<file path="config.mk">
export PLATFORM = sky130hd
export DESIGN_NAME = grid_path_digit_matcher_core_flat
export DESIGN_NICKNAME = d
export VERILOG_FILES = /design/src/hdl/gpdm_pkg.sv /design/src/hdl/gpdm_req_if.sv /design/src/hdl/gpdm_rsp_if.sv /design/src/hdl/gpdm_cell.sv /design/src/hdl/gpdm_grid.sv /design/src/hdl/grid_path_digit_matcher_core.sv /design/src/flat_wrapper.sv
export SDC_FILE = /design/constraint.sdc
export NUM_CORES = 1
export LEC_CHECK = 0
export BUFFER_PORTS_ARGS = -buffer_cell sky130_fd_sc_hd__buf_2
export CAP_MARGIN = 20
export CORE_MARGIN = 4
export CORE_UTILIZATION = 30
export DETAILED_ROUTE_END_ITERATION = 10
export GPL_ROUTABILITY_DRIVEN = 0
export SETUP_SLACK_MARGIN = 0.15
export SLEW_MARGIN = 10
export SYNTH_ARGS = -nofsm -noshare
export SYNTH_HDL_FRONTEND = slang
export SYNTH_HIERARCHICAL = 1
export SYNTH_SLANG_ARGS = --single-unit
</file>
<file path="constraint.sdc">
create_clock -name clock -period 4.2 [get_ports clock]
set_input_delay 0.63 -clock clock [delete_from_list [all_inputs] [get_ports clock]]
set_output_delay 0.63 -clock clock [all_outputs]
set_load 0.02 [all_outputs]
</file>
<file path="src/hdl/gpdm_pkg.sv">
// ----------------------------------------------------------------------------
// gpdm_pkg
// Shared sizes, opcodes and command type for the grid path digit matcher.
// ----------------------------------------------------------------------------
package gpdm_pkg;

   localparam int ROWS    = 8;
   localparam int COLS    = 14;
   localparam int CELLS   = ROWS * COLS;
   localparam int OP_W    = 2;
   localparam int IDX_W   = 7;
   localparam int DIGIT_W = 4;
   localparam int NBR_N   = 8;

   typedef logic [OP_W-1:0]    opcode_type;
   typedef logic [IDX_W-1:0]   cell_index_type;
   typedef logic [DIGIT_W-1:0] digit_type;

   localparam opcode_type OP_LOAD  = 2'd0;
   localparam opcode_type OP_FIRST = 2'd1;
   localparam opcode_type OP_NEXT  = 2'd2;

   // command broadcast from the control to every grid cell
   typedef struct packed {
      logic           load;
      logic           first;
      logic           next;
      cell_index_type cell_index;
      digit_type      digit;
   } gpdm_cmd_type;

endpackage

</file>
<file path="src/hdl/gpdm_req_if.sv">
// ----------------------------------------------------------------------------
// gpdm_req_if
// Request channel: opcode, cell index and digit with valid/ready.
// ----------------------------------------------------------------------------
interface gpdm_req_if;
   import gpdm_pkg::*;

   logic           valid;
   logic           ready;
   opcode_type     opcode;
   cell_index_type cell_index;
   digit_type      digit;

   modport source (output valid, output opcode, output cell_index, output digit,
                   input ready);
   modport sink   (input valid, input opcode, input cell_index, input digit,
                   output ready);
endinterface

</file>
<file path="src/hdl/gpdm_rsp_if.sv">
// ----------------------------------------------------------------------------
// gpdm_rsp_if
// Response channel: match_alive flag with valid/ready.
// ----------------------------------------------------------------------------
interface gpdm_rsp_if;
   logic valid;
   logic ready;
   logic match_alive;

   modport source (output valid, output match_alive, input ready);
   modport sink   (input valid, input match_alive, output ready);
endinterface

</file>
<file path="src/hdl/gpdm_cell.sv">
// ----------------------------------------------------------------------------
// gpdm_cell
// One grid cell: stored digit and path end mark, fed by its eight neighbors.
// ----------------------------------------------------------------------------
module gpdm_cell (
   input  logic                   clock,
   input  logic                   reset,
   input  gpdm_pkg::gpdm_cmd_type cmd,
   input  logic                   write_en,
   input  logic [gpdm_pkg::NBR_N-1:0] nbr_marks,
   output logic                   mark
);
   import gpdm_pkg::*;

   digit_type digit_ff;
   logic      mark_ff;
   logic      mark_in;
   logic      hit;

   assign hit = (digit_ff == cmd.digit);

   always_comb begin
      priority if (cmd.first) begin
         mark_in = hit;
      end else if (cmd.next) begin
         mark_in = hit && (|nbr_marks);
      end else begin
         mark_in = mark_ff;
      end
   end

   always_ff @(posedge clock) begin
      if (reset) begin
         mark_ff <= 1'b0;
      end else begin
         mark_ff <= mark_in;
      end
   end

   always_ff @(posedge clock) begin
      if (write_en) begin
         digit_ff <= cmd.digit;
      end
   end

   assign mark = mark_ff;

endmodule

</file>
<file path="src/hdl/gpdm_grid.sv">
// ----------------------------------------------------------------------------
// gpdm_grid
// Rows-by-columns array of cells wired to king-move neighbors, with a
// registered per-row OR of the marks.
// ----------------------------------------------------------------------------
module gpdm_grid (
   input  logic                   clock,
   input  logic                   reset,
   input  gpdm_pkg::gpdm_cmd_type cmd,
   output logic                   grid_any
);
   import gpdm_pkg::*;

   logic [CELLS-1:0] marks;
   logic [ROWS-1:0]  row_any_ff;

   for (genvar r = 0; r < ROWS; r++) begin : g_row
      for (genvar c = 0; c < COLS; c++) begin : g_col
         localparam int ID = r * COLS + c;
         logic [NBR_N-1:0] nbr;
         logic             write_en;

         // k walks the 3x3 window, the center is skipped
         for (genvar k = 0; k < 9; k++) begin : g_nbr
            localparam int NR   = r + k / 3 - 1;
            localparam int NC   = c + k % 3 - 1;
            localparam int SLOT = (k < 4) ? k : k - 1;
            if (k != 4) begin : g_tap
               if (NR >= 0 && NR < ROWS && NC >= 0 && NC < COLS) begin : g_in
                  assign nbr[SLOT] = marks[NR * COLS + NC];
               end else begin : g_edge
                  assign nbr[SLOT] = 1'b0;
               end
            end
         end

         assign write_en = cmd.load && (cmd.cell_index == IDX_W'(ID));

         gpdm_cell u_cell (
            .clock     (clock),
            .reset     (reset),
            .cmd       (cmd),
            .write_en  (write_en),
            .nbr_marks (nbr),
            .mark      (marks[ID])
         );
      end
   end

   always_ff @(posedge clock) begin
      if (reset) begin
         row_any_ff <= '0;
      end else begin
         for (int r = 0; r < ROWS; r++) begin
            row_any_ff[r] <= |marks[r*COLS +: COLS];
         end
      end
   end

   assign grid_any = |row_any_ff;

endmodule

</file>
<file path="src/hdl/grid_path_digit_matcher_core.sv">
// ----------------------------------------------------------------------------
// grid_path_digit_matcher_core
// Digit grid with king-move path tracking; reports whether the digit
// sequence so far can still be read along a grid path.
//
//   channel   dir  handshake     payload
//   req_chan  in   valid/ready   opcode, cell_index, digit
//   rsp_chan  out  valid/ready   match_alive
//
// A load transaction gives no response.
// A first/next digit transaction updates the cell marks at acceptance; the
// row OR register follows, then the full OR is captured in the report state.
// The response sits in an output register; a new request is taken while it
// waits, but a second response holds in the report state until it drains.
// Synchronous reset clears all marks, the state and the output valid.
// ----------------------------------------------------------------------------
module grid_path_digit_matcher_core (
   input logic      clock,
   input logic      reset,
   gpdm_req_if.sink   req_chan,
   gpdm_rsp_if.source rsp_chan
);
   import gpdm_pkg::*;

   typedef enum logic [2:0] {
      ST_IDLE   = 3'b001,
      ST_GATHER = 3'b010,
      ST_REPORT = 3'b100
   } state_type;

   state_type    state_ff, state_in;
   logic         rsp_valid_ff, rsp_valid_in;
   logic         match_ff, match_in;
   logic         req_fire;
   logic         is_digit;
   logic         grid_any;
   logic         out_free;
   gpdm_cmd_type cmd;

   assign req_chan.ready = (state_ff == ST_IDLE);
   assign req_fire       = req_chan.valid && req_chan.ready;
   assign is_digit       = (req_chan.opcode == OP_FIRST) || (req_chan.opcode == OP_NEXT);
   assign out_free       = !rsp_valid_ff || rsp_chan.ready;

   always_comb begin
      cmd.load       = req_fire && (req_chan.opcode == OP_LOAD);
      cmd.first      = req_fire && (req_chan.opcode == OP_FIRST);
      cmd.next       = req_fire && (req_chan.opcode == OP_NEXT);
      cmd.cell_index = req_chan.cell_index;
      cmd.digit      = req_chan.digit;
   end

   gpdm_grid u_grid (
      .clock    (clock),
      .reset    (reset),
      .cmd      (cmd),
      .grid_any (grid_any)
   );

   always_comb begin
      state_in     = state_ff;
      rsp_valid_in = rsp_valid_ff && !rsp_chan.ready;
      match_in     = match_ff;
      unique case (state_ff)
         ST_IDLE: begin
            if (req_fire && is_digit) begin
               state_in = ST_GATHER;
            end
         end
         ST_GATHER: begin
            state_in = ST_REPORT;
         end
         ST_REPORT: begin
            if (out_free) begin
               rsp_valid_in = 1'b1;
               match_in     = grid_any;
               state_in     = ST_IDLE;
            end
         end
         default: begin
            state_in = ST_IDLE;
         end
      endcase
   end

   always_ff @(posedge clock) begin
      if (reset) begin
         state_ff     <= ST_IDLE;
         rsp_valid_ff <= 1'b0;
      end else begin
         state_ff     <= state_in;
         rsp_valid_ff <= rsp_valid_in;
      end
   end

   always_ff @(posedge clock) begin
      match_ff <= match_in;
   end

   assign rsp_chan.valid       = rsp_valid_ff;
   assign rsp_chan.match_alive = match_ff;

   a_digit_gathers: assert property (@(posedge clock) disable iff (reset)
      req_fire && is_digit |=> state_ff == ST_GATHER)
      else $error("digit transaction did not start gathering");

   a_load_stays_idle: assert property (@(posedge clock) disable iff (reset)
      req_fire && (req_chan.opcode == OP_LOAD) |=> state_ff == ST_IDLE)
      else $error("load transaction left idle");

   a_rsp_from_report: assert property (@(posedge clock) disable iff (reset)
      $rose(rsp_valid_ff) |-> $past(state_ff) == ST_REPORT)
      else $error("response raised outside report");

   a_report_holds: assert property (@(posedge clock) disable iff (reset)
      state_ff == ST_REPORT && rsp_valid_ff && !rsp_chan.ready |=> state_ff == ST_REPORT)
      else $error("report overwrote a pending response");

endmodule

</file>
<file path="src/flat_wrapper.sv">
// flat-port wrapper written by rule: the top's interface ports become plain ports
module grid_path_digit_matcher_core_flat import gpdm_pkg::*;
  (clock, reset, req_chan_valid, req_chan_opcode, req_chan_cell_index, req_chan_digit, req_chan_ready, rsp_chan_valid, rsp_chan_match_alive, rsp_chan_ready);
  gpdm_req_if req_chan_i ();
  gpdm_rsp_if rsp_chan_i ();
  input logic clock;
  input logic reset;
  input wire logic [$bits(req_chan_i.valid)-1:0] req_chan_valid;
  input wire logic [$bits(req_chan_i.opcode)-1:0] req_chan_opcode;
  input wire logic [$bits(req_chan_i.cell_index)-1:0] req_chan_cell_index;
  input wire logic [$bits(req_chan_i.digit)-1:0] req_chan_digit;
  output wire logic [$bits(req_chan_i.ready)-1:0] req_chan_ready;
  output wire logic [$bits(rsp_chan_i.valid)-1:0] rsp_chan_valid;
  output wire logic [$bits(rsp_chan_i.match_alive)-1:0] rsp_chan_match_alive;
  input wire logic [$bits(rsp_chan_i.ready)-1:0] rsp_chan_ready;
  assign req_chan_i.valid = req_chan_valid;
  assign req_chan_i.opcode = req_chan_opcode;
  assign req_chan_i.cell_index = req_chan_cell_index;
  assign req_chan_i.digit = req_chan_digit;
  assign req_chan_ready = req_chan_i.ready;
  assign rsp_chan_valid = rsp_chan_i.valid;
  assign rsp_chan_match_alive = rsp_chan_i.match_alive;
  assign rsp_chan_i.ready = rsp_chan_ready;
  grid_path_digit_matcher_core u_core (.clock(clock), .reset(reset), .req_chan(req_chan_i), .rsp_chan(rsp_chan_i));
endmodule
</file>
==> results of run 1 <==
==> where the power goes <==
| part | total (mW) | leakage (nW) | internal [mW] | switching, mW |
|---|---|---|---|---|
| registers | 6.54 | 5.05 | 6.22 | 0.321 |
| clock network | 5.37 | 0.972 | 3.25 | 2.13 |
| logic | 1.35 | 3.29 | 0.548 | 0.803 |
| total | 13.3 | 9.31 | 10.0 | 3.25 |
==> metrics by stage <==
stage          worst slack (ns)  cell area, sq um  power, mW  util, %
6_report                   1.25             31700       13.3     35.2
5_1_grt                    1.07             31700       13.8     35.2
4_1_cts                    1.24             31700       13.4     35.2
3_5_place_dp               1.05             29700       8.01     33.0
3_3_place_gp               1.13             29700       7.96     33.0
2_1_floorplan             0.931             27700       7.38        -
==> final timing paths <==
kind	cells after the start	from	slack, ns	end
hold reg to reg	1	u_core/state_ff[0]	0.48	u_core/state_ff[2]
setup reg to reg	4	u_core/state_ff[2]	1.25	register
hold / removal	3	req_chan_valid	0.32	u_core/state_ff[1]
setup / recovery	4	u_core/state_ff[2]	1.25	register
==> sequential cells by signal, summed over array words and instances, names as in the netlist <==
signal	cells
u_core/rsp_chan.match_alive	1
u_core/rsp_chan.valid	1
u_core/state_ff	3
u_core/u_grid/g_row.g_col.u_cell/digit_ff	448
u_core/u_grid/g_row.g_col.u_cell/mark	112
u_core/u_grid/row_any_ff	8
==> area by class of cell <==
class	instances	share of cell area, %
repair buffers	62	2.01
well taps	1176	4.64
inverters	2	0.0237
clock buffers	83	5.17
multi-input cells	1557	36.7
clock inverters	25	1.11
flip-flops and latches	573	50.4
==> routing by layer <==
metal | up-vias | global-route usage, % | wire length (microns)
li1 | 8541 | - | -
met1 | 9311 | 19.4 | 31300
met2 | 458 | 25.3 | 35100
met3 | 143 | 2.36 | 3600
met4 | 2 | 5.25 | 2470
met5 | - | 0 | 13
==> cells by family after synthesis <==
logic type / after synthesis / share of synthesized area [%]
AO/OA/AOI/OAI: 124 / 3.95
XOR/XNOR: 448 / 14.4
adder cells (fa/ha/maj): 3 / 0.138
buffers and inverters: 36 / 0.528
flip-flops: 573 / 58.6
other: 1 / 0.0138
AND/OR/NAND/NOR: 854 / 22.4
==> worst min-delay path, cell delays in order <==
cell and delay (ns):
buf_2 0.12, nand2_1 0.09, nor3b_1 0.05
==> cell usage after synthesis (3+ instances only) <==
| cell type | instances |
|---|---|
| a21oi_1 | 3 |
| ha_1 | 3 |
| and3_2 | 3 |
| or4_1 | 112 |
| dfxtp_1 | 124 |
| or4b_1 | 113 |
| edfxtp_1 | 449 |
| nor3_2 | 10 |
| nor4_1 | 138 |
| nor4_2 | 112 |
| nand3b_1 | 5 |
| clkbuf_1 | 27 |
| nor3_1 | 215 |
| a41oi_1 | 120 |
| xnor2_1 | 448 |
| buf_1 | 5 |
| nor2_1 | 124 |
| nand2_1 | 5 |
| nand2b_1 | 4 |
==> flow_metrics.env, run 1 <==
export IMPL_coreArea_sq_um=90000
export IMPL_synth_cell_type_count=33
export IMPL_startpoint_type="register"
export IMPL_antenna_found_initial=1
export IMPL_cts_buffer_depth=3
export IMPL_fillers=8652
export IMPL_mostFrequentLayoutCells="449 x edfxtp_1, 448 x xnor2_1, 215 x nor3_1"
export IMPL_clock_fmax_ghz=0.339
export IMPL_finalHoldViolations=0
export IMPL_firstDrtPassIters=5
export IMPL_p_leak_nw=9.31
export IMPL_cts_max_level=2
export IMPL_avgSynthCellArea_sq_um=13.4
export IMPL_crit_path_top_delay_cell="or4b_1"
export IMPL_hold_class="in2reg"
export IMPL_vias_per_cell=5.31
export IMPL_ioPinCount=20
export IMPL_cts_root_buf="clkbuf_16"
export IMPL_initial_core_util_pct=30.3
export IMPL_multi_input_area_sq_um=11600
export IMPL_drc=0
export IMPL_yosys_warnings=6
export IMPL_critPathRequiredTime_ns=4.44
export IMPL_num_nets_final=2273
export IMPL_netlist_area_leader_share_pct=49.5
export IMPL_post_route_period_util_pct=70.3
export IMPL_dp_cells=3370
export IMPL_cts_setup_buffers=0
export IMPL_outcome="completed"
export IMPL_cp_slowest_stage_delay_ns=0.92
export IMPL_diodes=0
export IMPL_register_area_sq_um=16000
export IMPL_synth_edf_count=449
export IMPL_ys_flop_type="edfxtp_1"
export IMPL_cts_tree="done"
export IMPL_path_buf_inv=0
export IMPL_clk_latency_ns=0.62
export IMPL_synthTopCellsByArea="edfxtp_1 49%, xnor2_1 14%, dfxtp_1 9.1%"
export IMPL_crit_type="reg2reg"
export IMPL_row_count=110
export IMPL_grt_usage_pct=14.9
export IMPL_die_h_microns=309
export IMPL_drtIter0Drc=1444
export IMPL_ant_nets=0
export IMPL_postRouteWirelength_microns=72400
export IMPL_setup_tns_final_ns=0
export IMPL_finalHoldWorstSlack_ns=0.318
export IMPL_maxCapViolCount=0
export IMPL_max_vdd_ir_drop_v=0.000298
export IMPL_setup_violations=0
export IMPL_cts_hold_fix_buffers=0
export IMPL_p_per_area_nw_per_um2=419
export IMPL_numPortBuffers=19
export IMPL_grt_pass1_vias=18900
export IMPL_post_dp_hpwl_microns=41900
export IMPL_drv_slew=0
export IMPL_grt_max_degree=110
export IMPL_final_common_cell="edfxtp_1"
export IMPL_vias=18500
export IMPL_synthCells=2039
export IMPL_ctsResizeCount=0
export IMPL_synth_top_area_cell="edfxtp_1"
export IMPL_die_width_microns=309
export IMPL_cp_end_kind="register"
export IMPL_dieArea_sq_um=95700
export IMPL_numCtsBuffers=57
export IMPL_yosysSeqAreaShare_pct=58.6
export IMPL_rsz0062_at_grt="false"
export IMPL_synth_area_sq_um=27200
export IMPL_worst_slew_margin_rel_pct=29.2
export IMPL_fin_worst_skew_ns=0.0203
export IMPL_path_clk_slew_ns=0.06
export IMPL_worstMarginPinSlew_ns=1.06
export IMPL_synthArstFlopShare_pct=0
export IMPL_cp_top_family="simple AND/OR/NAND/NOR gates"
export IMPL_period_needed_ns=2.95
export IMPL_worst_ep_arrival_time_ns=3.19
export IMPL_gr_total_overflow=0
export IMPL_grt_pass1_wl_microns=113000
export IMPL_cts_sinks=573
export IMPL_wl_per_cell_microns=20.8
export IMPL_cp_cell_sequence="nor3b_4 -> and3_2 -> or4b_1 -> nor3_1"
export IMPL_path_max_fanout=16
export IMPL_area_growth_pct=16.3
export IMPL_drive_above_1_share_pct=12.1
export IMPL_final_cells=3478
export IMPL_ys_seq_elements=573
(Power assumes the default switching activity.)
==> inputs of run 2 (changes only) <==
Clock period 4.2 ns to 2.95 ns, I/O delays scaled along.
==> run 2 against run 1 <==
  * Via count is 2.4% higher
  * Count of clock-buffer cells in the layout is 2 lower
  * Largest cell class unchanged
  * Non-clock buffer count is 69 higher
  * Utilization is 0.47 points higher
  * Critical path depth is 1 higher
  * Register-to-register slack worse by 0.85 ns
  * Sequential power is 43% higher
  * Worst setup slack worse by 0.85 ns
  * Routed wire length is 1.5% higher
  * Largest power group unchanged
  * Final cell count is 2.0% higher
  * Global-route usage is 0.28 points higher
  * Power is 37% higher
==> flow_metrics.env, run 2 (synthesis results as in run 1) <==
export IMPL_outcome="completed"
export IMPL_vias_per_cell=5.32
export IMPL_wl_per_cell_microns=20.7
export IMPL_cts_max_level=2
export IMPL_cts_root_buf="clkbuf_16"
export IMPL_largest_reg_flops=448
export IMPL_regMostFlops="u_core/u_grid/g_row.g_col.u_cell/digit_ff"
export IMPL_met2_length_microns=34700
export IMPL_die_h_microns=309
export IMPL_gr_total_overflow=0
export IMPL_cts_tree="done"
export IMPL_p_leak_nw=9.60
export IMPL_worstMarginPinSlew_ns=1.12
export IMPL_postRouteWirelength_microns=73500
export IMPL_path_clk_slew_ns=0.06
export IMPL_crit_type="reg2reg"
export IMPL_cp_cell_sequence="nor3b_4 -> and3_2 -> or3b_2 -> buf_12 -> nor3_1"
export IMPL_row_count=110
export IMPL_reg2reg_setup_slack_ns=0.40
export IMPL_hold_class="in2reg"
export IMPL_antenna_found_initial=3
export IMPL_die_width_microns=309
export IMPL_dp_cells=3439
export IMPL_worst_slew_margin_rel_pct=25.4
export IMPL_drv_slew=0
export IMPL_route_met3_wl_microns=4270
export IMPL_dieArea_sq_um=95700
export IMPL_ant_nets=0
export IMPL_fin_util_pct=35.7
export IMPL_worst_ep_arrival_time_ns=2.80
export IMPL_numPortBuffers=19
export IMPL_top_layer_used="met5"
export IMPL_cts_setup_buffers=0
export IMPL_maxCapViolCount=0
export IMPL_cts_sinks=573
export IMPL_ioPinCount=20
export IMPL_finalHoldViolations=0
export IMPL_drtIter0Drc=1436
export IMPL_rsz0062_at_grt="false"
export IMPL_post_dp_hpwl_microns=44100
export IMPL_coreArea_sq_um=90000
export IMPL_met1Wirelength_microns=32900
export IMPL_drive_above_1_share_pct=14.3
export IMPL_post_route_period_util_pct=86.5
export IMPL_num_nets_final=2344
export IMPL_setup_tns_final_ns=0
export IMPL_grt_usage_pct=15.2
export IMPL_startpoint_type="register"
export IMPL_drc=0
export IMPL_ctsResizeCount=0
export IMPL_max_vdd_ir_drop_v=0.000422
export IMPL_critPathRequiredTime_ns=3.19
export IMPL_mostFrequentLayoutCells="449 x edfxtp_1, 448 x xnor2_1, 215 x nor3_1"
export IMPL_p_per_area_nw_per_um2=567
export IMPL_grt_pass1_vias=19400
export IMPL_fillers=8682
export IMPL_setup_violations=0
export IMPL_cts_buffer_depth=3
export IMPL_cts_hold_fix_buffers=0
export IMPL_area_growth_pct=17.9
export IMPL_final_cells=3549
export IMPL_firstDrtPassIters=5
export IMPL_clock_fmax_ghz=0.392
export IMPL_vias=18900
export IMPL_cp_slowest_stage_delay_ns=0.51
export IMPL_cp_end_kind="register"
export IMPL_numCtsBuffers=59
export IMPL_fin_worst_skew_ns=0.0240
export IMPL_initial_core_util_pct=30.3
export IMPL_path_max_fanout=20
export IMPL_crit_path_top_delay_cell="nor3_1"
export IMPL_grt_max_degree=78
export IMPL_period_needed_ns=2.55
export IMPL_grt_pass1_wl_microns=115000
export IMPL_final_common_cell="edfxtp_1"
export IMPL_clk_latency_ns=0.62
[run 2: cell types whose count changed in the layout (fill, tap and decap cells not counted), sizes merged]
cell / before / now
clkbuf: 83 / 81
bufinv: 9 / 2
buf: 62 / 131
clkinv: 14 / 24
diode: 0 / 1
[run 2: layer usage]
metal / track usage (%) / vias to the layer above
met5: 0 / -
met4: 4.02 / 4
met3: 2.78 / 101
met2: 25.1 / 510
met1: 20.7 / 9566
li1: - / 8711
[run 2: layout make-up]
class | count | area, sq um | share of cell area (%)
Antenna cell | 1 | 2.50 | 0.00779
Clock buffer | 81 | 1570 | 4.89
Clock inverter | 28 | 179 | 0.557
Inverter | 2 | 7.51 | 0.0234
Multi-Input combinational cell | 1557 | 11600 | 36.2
Sequential cell | 573 | 16000 | 49.7
Tap cell | 1176 | 1470 | 4.58
Timing Repair Buffer | 131 | 1290 | 4.02
[run 2: path summary, 6_finish.rpt]
| kind | from | endpoint | depth (start not counted) |
|---|---|---|---|
| hold / removal | req_chan_valid | u_core/state_ff[1] | 3 |
| setup / recovery | u_core/state_ff[1] | register | 5 |
| setup reg to reg | u_core/state_ff[1] | register | 5 |
| hold reg to reg | u_core/state_ff[0] | u_core/state_ff[2] | 1 |
[run 2: report_power, final]
part	leakage [nW]	total [mW]	switching, mW	internal, mW
clock	0.853	6.87	3.01	3.87
combinational	3.70	2.01	1.17	0.838
sequential	5.05	9.32	0.455	8.86
total	9.60	18.2	4.63	13.6
[run 2: critical path, delay by kind of cell (launching register included)]
kind / cells / cell delay (ns)
buffers and inverters: 1 / 0.19
flip-flops: 1 / 0.35
AND/OR/NAND/NOR: 4 / 1.62
[run 2: per-stage QoR]
| step | instance area (sq um) | power (mW) | hold WS (ns) | setup WS [ns] |
|---|---|---|---|---|
| finish | 32100 | 18.2 | 0.138 | 0.397 |
| global placement | 30400 | 11.4 | 0.419 | 0.439 |
| CTS | 32100 | 18.4 | 0.0918 | 0.398 |
| detailed placement | 30400 | 11.5 | 0.451 | 0.381 |
| floorplan | 27700 | 10.5 | 0.410 | -0.292 |
| global route | 32100 | 18.9 | 0.140 | 0.260 |
==> inputs of run 3 (changes only) <==
Settings changed: CORE_UTILIZATION 30 to 33.
==> run 3 against run 2 <==
  * Sequential power barely moved
  * Worst setup slack got worse by 0.083 ns
  * Die area fell by 8.9%
  * Clock skew fell by 0.011 ns
  * Sequential cell count did not move
  * Global-route usage rose by 1.1 points
  * Combinational power barely moved
  * Routed wire length fell by 0.93%
  * Largest cell class unchanged
==> flow_metrics.env, run 3 (synthesis results as in run 1) <==
export IMPL_outcome="completed"
export IMPL_postRouteWirelength_microns=72800
export IMPL_firstDrtPassIters=5
export IMPL_drv_slew=0
export IMPL_p_leak_nw=9.69
export IMPL_mostFrequentLayoutCells="449 x edfxtp_1, 448 x xnor2_1, 215 x nor3_1"
export IMPL_dp_cells=3325
export IMPL_maxCapViolCount=0
export IMPL_fillers=7688
export IMPL_p_sw_mw=4.67
export IMPL_drive_above_1_share_pct=14.6
export IMPL_setup_violations=0
export IMPL_rsz0062_at_grt="false"
export IMPL_vias_per_cell=5.46
export IMPL_dieArea_sq_um=87200
export IMPL_startpoint_type="register"
export IMPL_swShare_pct=24.8
export IMPL_p_per_area_nw_per_um2=585
export IMPL_post_dp_hpwl_microns=43300
export IMPL_largest_reg_flops=448
export IMPL_area_growth_pct=18.1
export IMPL_wl_per_cell_microns=21.2
export IMPL_crit_type="reg2reg"
export IMPL_p_int_mw=14.1
export IMPL_numCtsBuffers=59
export IMPL_cts_sinks=573
export IMPL_final_cells=3437
export IMPL_row_count=105
export IMPL_vias=18800
export IMPL_cts_tree="done"
export IMPL_max_vdd_ir_drop_v=0.000450
export IMPL_post_route_period_util_pct=89.4
export IMPL_critPathRequiredTime_ns=3.20
export IMPL_grt_pass1_wl_microns=113000
export IMPL_cts_setup_buffers=0
export IMPL_fin_worst_skew_ns=0.0130
export IMPL_setup_tns_final_ns=0
export IMPL_place_area_sq_um=30200
export IMPL_coreArea_sq_um=82000
export IMPL_worst_slew_margin_rel_pct=23.9
export IMPL_antenna_found_initial=1
export IMPL_power_share_combinational_pct=10.7
export IMPL_cp_end_kind="register"
export IMPL_pwr_share_seq_pct=49.4
export IMPL_ant_nets=0
export IMPL_finalHoldViolations=0
export IMPL_finalInstanceArea_sq_um=32200
export IMPL_path_clk_slew_ns=0.06
export IMPL_clock_fmax_ghz=0.379
export IMPL_cts_root_buf="clkbuf_16"
export IMPL_ioPinCount=20
export IMPL_final_common_cell="edfxtp_1"
export IMPL_initial_core_util_pct=33.2
export IMPL_cts_hold_fix_buffers=0
export IMPL_pwr_share_clk_pct=39.9
export IMPL_drtIter0Drc=1423
export IMPL_die_h_microns=295
export IMPL_drc=0
export IMPL_grt_usage_pct=16.3
export IMPL_grt_max_degree=95
export IMPL_ctsResizeCount=0
export IMPL_die_width_microns=295
export IMPL_regMostFlops="u_core/u_grid/g_row.g_col.u_cell/digit_ff"
export IMPL_period_needed_ns=2.64
export IMPL_gr_total_overflow=0
export IMPL_worstMarginPinSlew_ns=1.14
export IMPL_cts_buffer_depth=3
export IMPL_path_max_fanout=18
export IMPL_hold_class="in2reg"
export IMPL_clk_latency_ns=0.61
export IMPL_numPortBuffers=19
export IMPL_num_nets_final=2336
export IMPL_grt_pass1_vias=18800
export IMPL_cts_max_level=2
export IMPL_worst_ep_arrival_time_ns=2.88
## run 3: per-layer routing
layer  share of wire (%)  vias up  GRT usage [%]
met5                   0        -              0
met3                 4.5      117           2.16
li1                    -     8687              -
met1                  45     9542           22.4
met2                  48      435           27.0
met4                 2.6        0           4.83
## run 3: power groups by stage
stage	Clock [mW]	Combinational [mW]	Sequential (mW)
finish	7.52	2.01	9.30
global route	8.02	2.19	9.32
CTS	7.69	2.00	9.29
detailed placement	0	2.00	9.47
global placement	0	1.94	9.46
floorplan	0	1.25	9.27
## run 3: cell type report
cell class              count  area [sq um]  share of cell area [%]
flip-flops and latches    573         16000                    49.6
multi-input cells        1557         11600                    36.1
clock buffers              89          1770                    5.51
well taps                1070          1340                    4.16
repair buffers            123          1270                    3.94
clock inverters            22           200                   0.622
inverters                   2          7.51                  0.0233
diodes                      1          2.50                 0.00778
## run 3: critical path, cell delays in order, from the launching register on
cell	delay, ns
dfxtp_2	0.35
nor3b_4	0.30
and3_2	0.30
or3b_2	0.74
nor3_1	0.56
## run 3: final timing paths
| check | startpoint | endpoint | slack, ns | cells past startpoint |
|---|---|---|---|---|
| worst min-delay path | reset | u_core/state_ff[1] | 0.13 | 2 |
| worst min register to register | u_core/state_ff[0] | u_core/state_ff[2] | 0.45 | 1 |
| worst max register to register | u_core/state_ff[1] | register | 0.31 | 4 |
| worst max-delay path | u_core/state_ff[1] | register | 0.31 | 4 |
## run 3: stage by stage
step	power [mW]	worst slack [ns]	hold WS [ns]	utilization, %
6_report	18.8	0.314	0.132	39.3
5_1_grt	19.5	0.192	0.129	39.2
4_1_cts	19.0	0.308	0.108	39.2
3_5_place_dp	11.5	0.238	0.451	36.8
3_3_place_gp	11.4	0.287	0.421	36.8
2_1_floorplan	10.5	-0.292	0.410	-
